<file path="src/design/key_gesture_servo_selector_defines.svh">
// assertion macros for the key gesture servo selector
// used by the top level, expects clock and reset in scope
`ifndef KEY_GESTURE_SERVO_SELECTOR_DEFINES_SVH
`define KEY_GESTURE_SERVO_SELECTOR_DEFINES_SVH

// same-cycle implication
`define KGSS_IMPLIES(lbl, ante, cons) \
   lbl: assert property (@(posedge clock) disable iff (reset) (ante) |-> (cons)) \
      else $error("kgss assertion failed");

// next-cycle implication
`define KGSS_NEXT(lbl, ante, cons) \
   lbl: assert property (@(posedge clock) disable iff (reset) (ante) |=> (cons)) \
      else $error("kgss assertion failed");

`endif

</file>
<file path="src/design/kgss_pkg.sv">
// shared types, codes and register defaults for the key gesture servo selector
// no dependencies
package kgss_pkg;

   typedef enum logic [2:0] {
      PH_IDLE    = 3'd0,
      PH_DEB1    = 3'd1,
      PH_PRESSED = 3'd2,
      PH_WAIT    = 3'd3,
      PH_DEB2    = 3'd4,
      PH_HOLDOFF = 3'd5
   } phase_type;

   localparam logic [1:0] GEST_NONE   = 2'd0;
   localparam logic [1:0] GEST_CLICK  = 2'd1;
   localparam logic [1:0] GEST_LONG   = 2'd2;
   localparam logic [1:0] GEST_DOUBLE = 2'd3;

   localparam logic [1:0] SET_CLICK  = 2'd0;
   localparam logic [1:0] SET_LONG   = 2'd1;
   localparam logic [1:0] SET_DOUBLE = 2'd2;

   localparam logic [2:0] REG_DEBOUNCE    = 3'd0;
   localparam logic [2:0] REG_LONG        = 3'd1;
   localparam logic [2:0] REG_DOUBLE      = 3'd2;
   localparam logic [2:0] REG_HOLDOFF     = 3'd3;
   localparam logic [2:0] REG_DUTY_CLICK  = 3'd4;
   localparam logic [2:0] REG_DUTY_LONG   = 3'd5;
   localparam logic [2:0] REG_DUTY_DOUBLE = 3'd6;

   localparam logic [7:0]  DEF_DEBOUNCE    = 8'd20;
   localparam logic [15:0] DEF_LONG        = 16'd1000;
   localparam logic [15:0] DEF_DOUBLE      = 16'd500;
   localparam logic [7:0]  DEF_HOLDOFF     = 8'd50;
   localparam logic [15:0] DEF_DUTY_CLICK  = 16'd50;
   localparam logic [15:0] DEF_DUTY_LONG   = 16'd150;
   localparam logic [15:0] DEF_DUTY_DOUBLE = 16'd250;

   typedef struct packed {
      logic [7:0]  debounce_ticks;
      logic [15:0] long_ticks;
      logic [15:0] double_ticks;
      logic [7:0]  holdoff_ticks;
      logic [15:0] duty_click;
      logic [15:0] duty_long;
      logic [15:0] duty_double;
   } cfg_type;

   typedef struct packed {
      logic [1:0]  gesture;
      logic [1:0]  servo_choice;
      logic [15:0] compare_value;
      logic        led_level;
   } result_type;

endpackage

</file>
<file path="src/design/kgss_csr.sv">
// configuration registers of the key gesture servo selector
// depends on kgss_pkg
module kgss_csr (
   input  logic             clock,
   input  logic             reset,
   input  logic             csr_write_enable,
   input  logic [2:0]       csr_index,
   input  logic [15:0]      csr_data,
   output kgss_pkg::cfg_type cfg
);
   import kgss_pkg::*;

   cfg_type cfg_ff;
   cfg_type cfg_in;

   always_comb begin
      cfg_in = cfg_ff;
      if (csr_write_enable) begin
         case (csr_index)
            REG_DEBOUNCE:    cfg_in.debounce_ticks = csr_data[7:0];
            REG_LONG:        cfg_in.long_ticks     = csr_data;
            REG_DOUBLE:      cfg_in.double_ticks   = csr_data;
            REG_HOLDOFF:     cfg_in.holdoff_ticks  = csr_data[7:0];
            REG_DUTY_CLICK:  cfg_in.duty_click     = csr_data;
            REG_DUTY_LONG:   cfg_in.duty_long      = csr_data;
            REG_DUTY_DOUBLE: cfg_in.duty_double    = csr_data;
            default:         cfg_in = cfg_ff;
         endcase
      end
   end

   always_ff @(posedge clock) begin
      if (reset) begin
         cfg_ff.debounce_ticks <= DEF_DEBOUNCE;
         cfg_ff.long_ticks     <= DEF_LONG;
         cfg_ff.double_ticks   <= DEF_DOUBLE;
         cfg_ff.holdoff_ticks  <= DEF_HOLDOFF;
         cfg_ff.duty_click     <= DEF_DUTY_CLICK;
         cfg_ff.duty_long      <= DEF_DUTY_LONG;
         cfg_ff.duty_double    <= DEF_DUTY_DOUBLE;
      end else begin
         cfg_ff <= cfg_in;
      end
   end

   assign cfg = cfg_ff;

endmodule

</file>
<file path="src/design/kgss_step.sv">
// gesture state machine: phase, tick counters, setting and led
// depends on kgss_pkg
module kgss_step (
   input  logic                clock,
   input  logic                reset,
   input  logic                step_en,
   input  logic                key_down,
   input  kgss_pkg::cfg_type   cfg,
   output kgss_pkg::result_type result
);
   import kgss_pkg::*;

   phase_type   phase_ff, phase_in;
   logic [7:0]  short_count_ff, short_count_in;
   logic [15:0] elapsed_ff, elapsed_in;
   logic [1:0]  setting_ff, setting_in;
   logic        led_ff, led_in;
   logic [1:0]  gesture;

   logic [7:0]  sc_inc;
   logic [15:0] el_inc;
   logic        deb_zero;
   logic        hold_zero;
   logic        deb_done;
   logic        hold_done;
   logic        el_below_long;
   logic        el_below_double;
   phase_type   after_double;

   assign sc_inc          = (short_count_ff == 8'hFF) ? short_count_ff : short_count_ff + 8'd1;
   assign el_inc          = (elapsed_ff == 16'hFFFF) ? elapsed_ff : elapsed_ff + 16'd1;
   assign deb_zero        = (cfg.debounce_ticks == 8'd0);
   assign hold_zero       = (cfg.holdoff_ticks == 8'd0);
   assign deb_done        = (sc_inc >= cfg.debounce_ticks);
   assign hold_done       = (sc_inc >= cfg.holdoff_ticks);
   assign el_below_long   = (el_inc < cfg.long_ticks);
   assign el_below_double = (el_inc < cfg.double_ticks);
   assign after_double    = hold_zero ? PH_IDLE : PH_HOLDOFF;

   // next state
   always_comb begin
      phase_in = phase_ff;
      case (phase_ff)
         PH_DEB1: begin
            if (deb_done) phase_in = key_down ? PH_PRESSED : PH_IDLE;
         end
         PH_PRESSED: begin
            if (!key_down) phase_in = el_below_long ? PH_WAIT : PH_IDLE;
         end
         PH_WAIT: begin
            if (el_below_double) begin
               if (key_down) phase_in = deb_zero ? after_double : PH_DEB2;
            end else begin
               phase_in = PH_IDLE;
            end
         end
         PH_DEB2: begin
            if (deb_done) phase_in = key_down ? after_double : PH_WAIT;
         end
         PH_HOLDOFF: begin
            if (hold_done) phase_in = PH_IDLE;
         end
         default: begin
            phase_in = PH_IDLE;
            if (key_down) phase_in = deb_zero ? PH_PRESSED : PH_DEB1;
         end
      endcase
   end

   // counters and event
   always_comb begin
      short_count_in = short_count_ff;
      elapsed_in     = elapsed_ff;
      gesture        = GEST_NONE;
      case (phase_ff)
         PH_DEB1: begin
            short_count_in = sc_inc;
            elapsed_in     = el_inc;
         end
         PH_PRESSED: begin
            elapsed_in = el_inc;
            if (!key_down) begin
               if (el_below_long) elapsed_in = 16'd0;
               else gesture = GEST_LONG;
            end
         end
         PH_WAIT: begin
            elapsed_in = el_inc;
            if (el_below_double) begin
               if (key_down) begin
                  short_count_in = 8'd0;
                  if (deb_zero) gesture = GEST_DOUBLE;
               end
            end else begin
               gesture = GEST_CLICK;
            end
         end
         PH_DEB2: begin
            short_count_in = sc_inc;
            elapsed_in     = el_inc;
            if (deb_done && key_down) begin
               gesture        = GEST_DOUBLE;
               short_count_in = 8'd0;
            end
         end
         PH_HOLDOFF: begin
            short_count_in = sc_inc;
         end
         default: begin
            if (key_down) begin
               elapsed_in     = 16'd0;
               short_count_in = 8'd0;
            end
         end
      endcase
   end

   always_comb begin
      setting_in = setting_ff;
      led_in     = led_ff;
      if (gesture != GEST_NONE) begin
         setting_in = gesture - 2'd1;
         led_in     = ~led_ff;
      end
      result.gesture      = gesture;
      result.servo_choice = setting_in;
      result.led_level    = led_in;
      case (setting_in)
         SET_LONG:   result.compare_value = cfg.duty_long;
         SET_DOUBLE: result.compare_value = cfg.duty_double;
         default:    result.compare_value = cfg.duty_click;
      endcase
   end

   always_ff @(posedge clock) begin
      if (reset) begin
         phase_ff       <= PH_IDLE;
         short_count_ff <= 8'd0;
         elapsed_ff     <= 16'd0;
         setting_ff     <= SET_CLICK;
         led_ff         <= 1'b0;
      end else if (step_en) begin
         phase_ff       <= phase_in;
         short_count_ff <= short_count_in;
         elapsed_ff     <= elapsed_in;
         setting_ff     <= setting_in;
         led_ff         <= led_in;
      end
   end

endmodule

</file>
<file path="src/design/key_gesture_servo_selector.sv">
// key gesture servo selector: req beats pass through an input register, then an output register
// throughput one beat per cycle; a held rsp beat only stalls req once the input register is full
// reset clears phase, counters, setting, led and both valid flags and loads register defaults
// depends on kgss_pkg, kgss_csr, kgss_step and key_gesture_servo_selector_defines.svh
`include "key_gesture_servo_selector_defines.svh"
module key_gesture_servo_selector (
   input  logic        clock,
   input  logic        reset,
   input  logic        req_valid,
   output logic        req_stall,
   input  logic        req_key_down,
   output logic        rsp_valid,
   input  logic        rsp_stall,
   output logic [1:0]  rsp_gesture,
   output logic [1:0]  rsp_servo_choice,
   output logic [15:0] rsp_compare_value,
   output logic        rsp_led_level,
   input  logic        csr_write_enable,
   input  logic [2:0]  csr_index,
   input  logic [15:0] csr_data
);
   import kgss_pkg::*;

   cfg_type    cfg;
   result_type step_res;
   result_type rsp_ff;

   logic in_valid_ff, in_valid_in;
   logic key_ff;
   logic rsp_valid_ff, rsp_valid_in;
   logic out_load;
   logic in_load;
   logic step_en;

   assign out_load     = !rsp_valid_ff || !rsp_stall;
   assign step_en      = in_valid_ff && out_load;
   assign in_load      = !in_valid_ff || out_load;
   assign req_stall    = !in_load;
   assign in_valid_in  = in_load ? req_valid : in_valid_ff;
   assign rsp_valid_in = out_load ? in_valid_ff : rsp_valid_ff;

   kgss_csr u_csr (
      .clock            (clock),
      .reset            (reset),
      .csr_write_enable (csr_write_enable),
      .csr_index        (csr_index),
      .csr_data         (csr_data),
      .cfg              (cfg)
   );

   kgss_step u_step (
      .clock    (clock),
      .reset    (reset),
      .step_en  (step_en),
      .key_down (key_ff),
      .cfg      (cfg),
      .result   (step_res)
   );

   always_ff @(posedge clock) begin
      if (reset) begin
         in_valid_ff  <= 1'b0;
         rsp_valid_ff <= 1'b0;
      end else begin
         in_valid_ff  <= in_valid_in;
         rsp_valid_ff <= rsp_valid_in;
      end
   end

   // beat payloads
   always_ff @(posedge clock) begin
      if (in_load && req_valid) key_ff <= req_key_down;
      if (step_en) rsp_ff <= step_res;
   end

   assign rsp_valid         = rsp_valid_ff;
   assign rsp_gesture       = rsp_ff.gesture;
   assign rsp_servo_choice  = rsp_ff.servo_choice;
   assign rsp_compare_value = rsp_ff.compare_value;
   assign rsp_led_level     = rsp_ff.led_level;

   `KGSS_IMPLIES(a_stall_only_when_full, req_stall, in_valid_ff)
   `KGSS_IMPLIES(a_choice_legal, rsp_valid, rsp_servo_choice != 2'd3)
   `KGSS_IMPLIES(a_event_sets_choice, rsp_valid && rsp_gesture != GEST_NONE,
      rsp_servo_choice == rsp_gesture - 2'd1)
   `KGSS_NEXT(a_step_led_follows, step_en && step_res.gesture == GEST_NONE && !reset,
      rsp_led_level == $past(step_res.led_level))

endmodule

</file>
<file path="config.mk">
export PLATFORM = sky130hd
export DESIGN_NAME = key_gesture_servo_selector
export DESIGN_NICKNAME = d
export VERILOG_FILES = /design/src/design/kgss_pkg.sv /design/src/design/kgss_csr.sv /design/src/design/kgss_step.sv /design/src/design/key_gesture_servo_selector.sv
export VERILOG_INCLUDE_DIRS = /design/src /design/src/design
export SDC_FILE = /design/constraint.sdc
export NUM_CORES = 1
export LEC_CHECK = 0
export BUFFER_PORTS_ARGS = -buffer_cell sky130_fd_sc_hd__buf_4
export CORE_ASPECT_RATIO = 1.4
export CORE_MARGIN = 5
export CORE_UTILIZATION = 66
export CTS_CLUSTER_DIAMETER = 200
export DETAILED_ROUTE_END_ITERATION = 16
export PLACE_DENSITY_LB_ADDON = 0.12
export SLEW_MARGIN = 20
export SYNTH_ARGS = -nofsm -noshare
export SYNTH_HDL_FRONTEND = slang
export SYNTH_SLANG_ARGS = --single-unit
</file>
<file path="constraint.sdc">
create_clock -name clock -period 8.1 [get_ports clock]
set_input_delay 0.405 -clock clock [delete_from_list [all_inputs] [get_ports clock]]
set_output_delay 0.405 -clock clock [all_outputs]
set_load 0.01 [all_outputs]
</file>
==> impl_metrics.env <==
export IMPL_status="finished, final reports clean"
export IMPL_die_w_um=101
export IMPL_utilization_pct=76.2
export IMPL_yosys_warnings=0
export IMPL_synth_top_area_share_pct=33.4
export IMPL_fin_ws_ns=2.38
export IMPL_grt_pass1_wl_mm=32.2
export IMPL_grt_pass1_vias=6716
export IMPL_worst_hold_slack_ns=0.166
export IMPL_wl_per_cell_um=17.3
export IMPL_reg2reg_slack_ns=2.38
export IMPL_hold_path_class="input port to flip-flop"
export IMPL_multi_input_area_um2=4100
export IMPL_cts_resized=0
export IMPL_finClkSkew_ns=0.0113
export IMPL_ys_types=67
export IMPL_p_per_area_nw_per_um2=194
export IMPL_tns_ns=0
export IMPL_die_area_um2=13900
export IMPL_via_per_inst=6.18
export IMPL_port_buffers=47
export IMPL_leakagePower_nw=3.44
export IMPL_start_util_pct=67.4
export IMPL_placementRows=46
export IMPL_synth_flop_cell="dfxtp_1"
export IMPL_fp_dieH_um=138
export IMPL_dpl_worst_slack_ns=2.42
export IMPL_dp_hpwl_mm=13.4
export IMPL_synth_edff_count=22
export IMPL_cts_root_buffer="clkbuf_16"
export IMPL_syn_instance_count=939
export IMPL_critPathLaunchType="flip-flop"
export IMPL_drive_above_1_share_pct=10.1
export IMPL_fin_nets=1042
export IMPL_worstSetupEndpointType="flip-flop"
export IMPL_cts_made_buffers=17
export IMPL_cts_buffer_depth=2
export IMPL_cts_hold_buffers=0
export IMPL_hold_viol=0
export IMPL_fmax_ghz=0.175
export IMPL_syn2layout_area_growth_pct=13.1
export IMPL_cp_data_arrival_time_ns=5.86
export IMPL_cpMaxStageDelayCell="ha_1"
export IMPL_clk_latency_ns=0.42
export IMPL_rsz0062_at_grt="false"
export IMPL_placed_area_um2=8080
export IMPL_ir_worst_vdd_v=0.000156
export IMPL_fillerInstances=879
export IMPL_syn_avg_cell_area_um2=8.18
export IMPL_grt_usage_pct=29.2
export IMPL_h_tree_depth=4
export IMPL_relSlewSlack_pct=30.7
export IMPL_synth_seq_cells=150
export IMPL_required_ns=8.23
export IMPL_setup_violations=0
export IMPL_path_common_cell="o21ai_0"
export IMPL_async_flop_share_pct=0
export IMPL_dr_pass1_iters=6
export IMPL_drv_cap=0
export IMPL_ys_seq_area_share_pct=42.0
export IMPL_regArea_um2=3220
export IMPL_crit_family="compound AO/OA/AOI/OAI gates"
export IMPL_drcViolationCount=0
export IMPL_min_period_over_period_pct=70.7
export IMPL_crit_fanout=32
export IMPL_drtAntennaViolNets=0
export IMPL_ios=48
export IMPL_clock_sinks=150
export IMPL_grt_max_degree=119
export IMPL_slowest_delay_ns=0.92
export IMPL_n_antenna_cell=0
export IMPL_cts_tree="done"
export IMPL_fp_coreArea_um2=11400
export IMPL_post_cts_buffers=0
export IMPL_stdcell_area_um2=8680
export IMPL_gp_congestion=0.901
export IMPL_yosys_area_top_type="dfxtp_1"
export IMPL_drt_first_iter_violations=506
export IMPL_wirelength_mm=19.5
export IMPL_crit_chain="ha_1 > nand3_2 > nor4_4 > nor4_1 > and4_1 > xor2_1 > ha_1 > o21ai_0 > o21ai_0 > a21oi_1 > o311ai_2 > o41ai_1 > nand2b_1 > o21ai_0 > ha_1 > o21ai_0"
export IMPL_vias=6941
export IMPL_synth_area_leaders="dfxtp_1 (33%), nand2_1 (11%), edfxtp_1 (8.6%), ha_1 (8.1%), a21oi_1 (6.3%)"
export IMPL_grt_overflow_total=0
export IMPL_tightest_slew_ns=1.04
export IMPL_antenna_found_initial=0
export IMPL_worst_path_buf_inv=0
export IMPL_worstSetupPathType="flip-flop to flip-flop"
export IMPL_total_power_mw=1.69
export IMPL_dp_cells=1092
export IMPL_synth_nets=1014
export IMPL_min_period_ns=5.72
export IMPL_instances_no_fill=1124
export IMPL_path_clk_slew_ns=0.07
export IMPL_drv_slew=0
export IMPL_netlist_area_um2=7680
-- final timing paths --
| kind | from | cells after the start | end |
|---|---|---|---|
| setup / recovery | u_step.elapsed_ff[0] | 16 | rsp_compare_value[6] |
| hold / removal | req_key_down | 1 | key_ff |
| setup reg to reg | u_step.elapsed_ff[0] | 16 | rsp_compare_value[6] |
| hold reg to reg | u_csr.cfg[29] | 2 | u_csr.cfg[29] |
-- cells in the final DEF, fill, tap and decap left out, types with 4 or more instances in the layout --
cell,instances
dfxtp_1,128
xor2_1,6
buf_4,49
nor4_1,5
nand2b_1,9
a32o_1,6
a22oi_1,18
inv_8,4
nor2b_1,13
a211o_1,14
nand3_1,26
o21ai_0,39
inv_6,5
a31oi_1,6
a211oi_1,8
ha_1,50
nor2_1,51
edfxtp_1,22
a22o_1,8
inv_1,55
nand3b_1,20
nand2_1,222
a21oi_1,97
nand4_1,7
xnor2_1,11
clkbuf_16,17
nor3_1,9
-- Yosys cell counts, drive strengths merged (3+ instances only) --
master	count
a2111oi	3
a211oi	8
a31oi	6
or2	3
or4	3
a211o	14
or3	3
nor2	53
clkbuf	33
nand3b	20
buf	8
nor2b	13
o311ai	3
nor4	6
nor3	10
o31ai	3
dfxtp	128
a22o	8
and3	3
xor2	6
nand2b	9
edfxtp	22
inv	55
a21oi	98
nand3	27
ha	50
xnor2	11
nand2	222
nand4	8
o21a	3
o21ai	42
a22oi	18
o211ai	3
mux2	3
a32o	6
a21o	3
a221oi	3
-- area by class of cell --
type                       instances  share of cell area, %
multi-input combinational        693                   47.2
tap                              144                   2.08
timing repair buffer              50                   4.37
sequential                       150                   37.1
clock buffer                      18                   5.06
inverter                          55                   2.38
clock inverter                    14                   1.79
-- sequential cells by signal, summed over array words and instances (netlist names) --
register and flops:
u_csr.cfg 96, rsp_servo_choice 2, in_valid_ff 1, u_step.phase_ff 3
rsp_gesture 2, key_ff 1, u_step.led_ff 1, rsp_valid 1
rsp_led_level 1, rsp_compare_value 16, u_step.setting_ff 2, u_step.short_count_ff 8
u_step.elapsed_ff 16
-- power by group --
part           internal (mW)  switching (mW)  total [mW]
registers              0.774          0.0140       0.788
logic                 0.0429          0.0789       0.122
clock network          0.422           0.356       0.778
total                   1.24           0.449        1.69
-- cell families after synthesis --
group	Yosys count	share of synthesized area [%]
compound gates	234	19.7
fa+ha+maj	50	8.15
flops	150	42.0
buf+inv	96	4.76
mux	4	0.570
xor+xnor	17	1.94
simple gates	388	22.9
-- metal layers --
layer | vias up | global-route usage [%] | wire (µm)
met5 | - | 0 | 0
met4 | 0 | 11.4 | 481
met3 | 36 | 5.32 | 1250
met2 | 276 | 50.3 | 9880
met1 | 3284 | 35.9 | 7860
li1 | 3345 | - | -
(Power assumes the default switching activity.)
